<file path="config.mk">
export PLATFORM = sky130hd
export DESIGN_NAME = bbr_div
export DESIGN_NICKNAME = d
export VERILOG_FILES = /design/src/rtl/core/bbr_pkg.sv /design/src/rtl/core/bbr_div.sv
export SDC_FILE = /design/constraint.sdc
export NUM_CORES = 1
export LEC_CHECK = 0
export BUFFER_PORTS_ARGS = -buffer_cell sky130_fd_sc_hd__buf_2
export CAP_MARGIN = 20
export CORE_ASPECT_RATIO = 1.1
export CORE_MARGIN = 2
export CORE_UTILIZATION = 55
export CTS_CLUSTER_DIAMETER = 200
export DETAILED_ROUTE_END_ITERATION = 10
export PLACE_DENSITY_LB_ADDON = 0.2
export SETUP_SLACK_MARGIN = 0.02
export SLEW_MARGIN = 40
export SYNTH_ARGS = -nofsm -noshare
export SYNTH_HDL_FRONTEND = slang
export SYNTH_SLANG_ARGS = --single-unit
</file>
<file path="constraint.sdc">
create_clock -name clock -period 3.9 [get_ports clock]
set_input_delay 0.39 -clock clock [delete_from_list [all_inputs] [get_ports clock]]
set_output_delay 0.39 -clock clock [all_outputs]
set_load 0.02 [all_outputs]
</file>
<file path="src/rtl/core/bbr_pkg.sv">
// Shared types and constants for the box blur stream core.
package bbr_pkg;

   localparam int MaxKernel = 15;
   localparam int MaxWidth  = 2048;
   localparam int MaxHeight = 4096;
   localparam int RingRows  = 16;
   localparam int ColW      = 11;
   localparam int RowSelW   = 4;
   localparam int AddrW     = RowSelW + ColW;
   localparam int PixW      = 32;
   localparam int SumW      = 16;
   localparam int DivCntW   = $clog2(SumW);

   localparam logic [1:0] CSR_KERNEL = 2'd0;
   localparam logic [1:0] CSR_WIDTH  = 2'd1;
   localparam logic [1:0] CSR_HEIGHT = 2'd2;
   localparam logic [1:0] CSR_UNUSED = 2'd3;

   typedef enum logic [3:0] {
      ST_IDLE,
      ST_WRITE,
      ST_CHECK,
      ST_CENTER,
      ST_READ,
      ST_DRAIN,
      ST_DIV_START,
      ST_DIV_WAIT,
      ST_OUT
   } state_type;

endpackage

</file>
<file path="src/rtl/core/bbr_div.sv">
// Three-lane restoring divider, one quotient bit per cycle.
module bbr_div (
   input  logic                          clock,
   input  logic                          reset,
   input  logic                          start,
   input  logic [bbr_pkg::SumW-1:0]      dividend_r,
   input  logic [bbr_pkg::SumW-1:0]      dividend_g,
   input  logic [bbr_pkg::SumW-1:0]      dividend_b,
   input  logic [7:0]                    divisor,
   output logic                          done,
   output logic [7:0]                    quot_r,
   output logic [7:0]                    quot_g,
   output logic [7:0]                    quot_b
);

   logic [bbr_pkg::SumW-1:0]    dvd_ff [3];
   logic [bbr_pkg::SumW-1:0]    dvd_in [3];
   logic [7:0]                  rem_ff [3];
   logic [7:0]                  rem_in [3];
   logic [7:0]                  dsr_ff;
   logic [bbr_pkg::DivCntW-1:0] cnt_ff;
   logic                        busy_ff;
   logic                        done_ff;

   always_comb begin
      logic [8:0] trial;
      for (int n = 0; n < 3; n++) begin
         trial = {rem_ff[n], dvd_ff[n][bbr_pkg::SumW-1]};
         if (trial >= {1'b0, dsr_ff}) begin
            rem_in[n] = 8'(trial - {1'b0, dsr_ff});
            dvd_in[n] = {dvd_ff[n][bbr_pkg::SumW-2:0], 1'b1};
         end else begin
            rem_in[n] = trial[7:0];
            dvd_in[n] = {dvd_ff[n][bbr_pkg::SumW-2:0], 1'b0};
         end
      end
   end

   always_ff @(posedge clock) begin
      if (reset) begin
         busy_ff <= 1'b0;
         done_ff <= 1'b0;
         cnt_ff  <= '0;
      end else begin
         done_ff <= 1'b0;
         if (start) begin
            busy_ff <= 1'b1;
            cnt_ff  <= '0;
         end else if (busy_ff) begin
            cnt_ff <= cnt_ff + bbr_pkg::DivCntW'(1);
            if (cnt_ff == bbr_pkg::DivCntW'(bbr_pkg::SumW - 1)) begin
               busy_ff <= 1'b0;
               done_ff <= 1'b1;
            end
         end
      end
   end

   always_ff @(posedge clock) begin
      if (start) begin
         dvd_ff[0] <= dividend_r;
         dvd_ff[1] <= dividend_g;
         dvd_ff[2] <= dividend_b;
         for (int n = 0; n < 3; n++) begin
            rem_ff[n] <= '0;
         end
         dsr_ff <= divisor;
      end else if (busy_ff) begin
         for (int n = 0; n < 3; n++) begin
            dvd_ff[n] <= dvd_in[n];
            rem_ff[n] <= rem_in[n];
         end
      end
   end

   assign done   = done_ff;
   assign quot_r = dvd_ff[0][7:0];
   assign quot_g = dvd_ff[1][7:0];
   assign quot_b = dvd_ff[2][7:0];

endmodule

</file>
==> key figures <==
Clocking
  • Reg clk slew, reported paths: 0.09 ns
  • Clock buffer depth: 2
  • Worst-skew pair later-pin latency: 0.36 ns
  • Num CTS Buffers: 9
  • Post-CTS Setup Inserts: 0
  • CTS tree: done
  • CTS root buf: clkbuf_8
  • H-tree depth: 3
  • CTS resizes: 0
  • Clock Sink Count: 86
  • CTS Hold Buffers Added: 0

STA
  • RSZ-0062 raised after global routing: no
  • Fin crit share: 62.0%
  • Slew HR: 49.7%
  • Final Hold Viols: 0
  • Setup total negative slack: 0 ns
  • Min Tclk post-route: 2.42 ns
  • Highest Clock Rate: 414 MHz
  • Worst Hold Slack: 0.201 ns
  • Worst Tran Pin Value: 0.751 ns
  • Fin. max-slew vios: 0
  • Skew final: 0.0119 ns
  • # setup viols final: 0
  • PnR worst setup slack: 1.48 ns

GRT
  • Number of global-route vias before repair: 3684
  • Initial antenna violation count: 0
  • Tot GR Track Use: 22.3%
  • First-pass GRT wire length: 17.2 mm
  • Largest net degree at the start of global routing: 56
  • Grt total ovfl: 0

Setup path
  • Worst r2r src: dsr_ff[1]
  • Crit-path max FO: 9
  • Worst reg2reg endpoint: rem_ff[0][6]
  • Critical path class: reg -> reg
  • Worst EP required: 3.98 ns
  • R2R depth: 7
  • Worst R2R Setup Slack: 1.48 ns
  • Setup crit end kind: flip-flop
  • CP Launch Type: flip-flop
  • Crit path DAT: 2.50 ns

Die
  • Die width: 95.3 um
  • Initial Util: 56.8%
  • Die Y: 104 um
  • IO Pins: 84
  • Core area: 8870 um2
  • Std-Cell Rows: 36
  • Die area: 9950 um2

Layout
  • Final std cell area, no fill: 5540 um2
  • Synthesis-to-finish area growth: 9.88%
  • Nets@finish: 651
  • # diodes: 0
  • Layout cell share with drive strength beyond 1: 19.9%

Job
  • Max cap viols: 0

Synthesis
  • Yosys reg bits: 86
  • Async set-reset flop share out of synthesis: 0%
  • Synth cell count leaders: nand2_1, edfxtp_1, a21oi_1
  • Adder-cell area share of the yosys netlist: 7.40%
  • Mux cell area share after synthesis: 0.397%
  • Largest family of logic cells by synthesized area: simple AND/OR/NAND/NOR gates
  • EDFF count, synth: 80
  • Post-Synth Simple-Gate Area: 19.6%
  • Syn avg cell area: 9.90 um2
  • Xor-xnor portion of the synthesized cell area: 1.04%
  • Sequential area share after synthesis: 50.0%
  • Top-count cell post-synth: nand2_1
  • Cell count after synthesis: 509
  • Largest cells by area after synthesis: edfxtp_1, nand2_1, ha_1, buf_4, a21oi_1
  • Unique masters post-synth: 57
  • Cell taking the most area after synthesis: edfxtp_1
  • Top FF cell, synth: edfxtp_1
  • Number of synthesis warnings: 0
  • Post-synth top area share: 47.7%
  • Synth Net Count: 596
  • Post-synthesis compound-gate area fraction: 15.0%
  • Synthesized area: 5040 um2

Drt
  • Routed vias/inst: 5.69
  • DRC errors left: 0
  • Antenna Nets Post-Route: 0
  • WL/cell: 15.5 um
  • Via Count: 3883
  • Drt initial violations: 195
  • Wirelength, routed: 10.6 mm
  • Detailed Routing Iterations Pass 1: 7

Placed design
  • Cell Area, Placed: 5370 um2
  • Routability Congestion: 0.860
  • Input/output buffers: 83
  • Post-place setup slack: 1.51 ns
  • Hpwl dp: 7.51 mm

Min path
  • HP Class: in -> reg
  • Hold_sp: divisor[7]
  • Hold Path Depth: 1
  • WHS Endpoint: dsr_ff[7]

Power and ir drop
  • PwrDens: 413 nW/um2
  • VDD IR-drop max: 0.259 mV
  • Leakage: 2.46 nW

Outcome
  • Outcome: completed
## state kept, by name, summed over array words and instances (netlist names)
signal   flops
rem_ff      24
busy_ff      1
cnt_ff       4
dvd_ff      48
dsr_ff       8
done         1
## final cells by class
cell class	instances	area (um2)
Sequential cell	86	2520
Fill cell	770	3330
Inverter	14	52.6
Clock buffer	14	153
Multi-Input combinational cell	367	2210
Tap cell	114	143
Clock inverter	2	12.5
Timing Repair Buffer	86	450
## stage by stage
step	utilization [%]	cells	total power [mW]
3_5_place_dp	60.6	667	1.74
6_report	62.4	683	2.29
3_3_place_gp	60.5	667	1.72
5_1_grt	62.4	683	2.41
2_1_floorplan	-	509	1.61
4_1_cts	62.4	683	2.30
## cells by family after synthesis
logic type	Yosys count
and+or+nand+nor	226
AOI/OAI and AO/OA	105
DFF	86
buffers and inverters	56
adders and majority gates	28
xor gates and xnor gates	6
muxes	2
## placed cells by master (no fill, tap or decap), types with 5 or more instances in the layout
cell type / instances
nand2_1: 149
buf_2: 83
edfxtp_1: 80
a21oi_1: 26
ha_1: 25
nand3_1: 18
o21ai_0: 16
nor3_1: 15
inv_1: 14
nor2b_1: 10
nor2_1: 10
clkbuf_8: 10
o21a_1: 9
o211a_1: 7
dfxtp_1: 6
a31oi_1: 5
a211oi_1: 5
## worst max-delay path, cell delays in order, from the launching register on
cell	delay, ns
edfxtp_1	0.49
inv_1	0.13
ha_1	0.32
nor2b_1	0.15
o31ai_2	0.34
a31oi_1	0.36
o21ai_0	0.26
a21oi_1	0.09
## worst max path at each step
stage                   start             to  slack (ns)
floorplan           dsr_ff[1]   rem_ff[0][3]        1.80
global placement    dsr_ff[1]  rem_ff[0][19]        1.58
detailed placement  dsr_ff[1]   rem_ff[0][3]        1.51
CTS                 dsr_ff[1]   rem_ff[0][6]        1.50
global route        dsr_ff[1]   rem_ff[0][3]        1.27
finish              dsr_ff[1]   rem_ff[0][6]        1.48
## routing by layer
layer / wire [um] / up-vias / track usage [%] / part of all wire [%]
met1: 4740 / 1822 / 30.1 / 45
met3: 593 / 9 / 5.72 / 5.6
met5: 0 / - / 0 / 0
met2: 5120 / 121 / 35.3 / 48
li1: - / 1931 / - / -
met4: 123 / 0 / 6.31 / 1.2
## where the power goes
| part | switching [mW] | internal (mW) | leakage, nW |
|---|---|---|---|
| Sequential | 0.0435 | 1.11 | 0.873 |
| Clock | 0.311 | 0.250 | 0.0807 |
| Combinational | 0.342 | 0.230 | 1.51 |
Note: power is estimated with default switching activity, not from simulation.
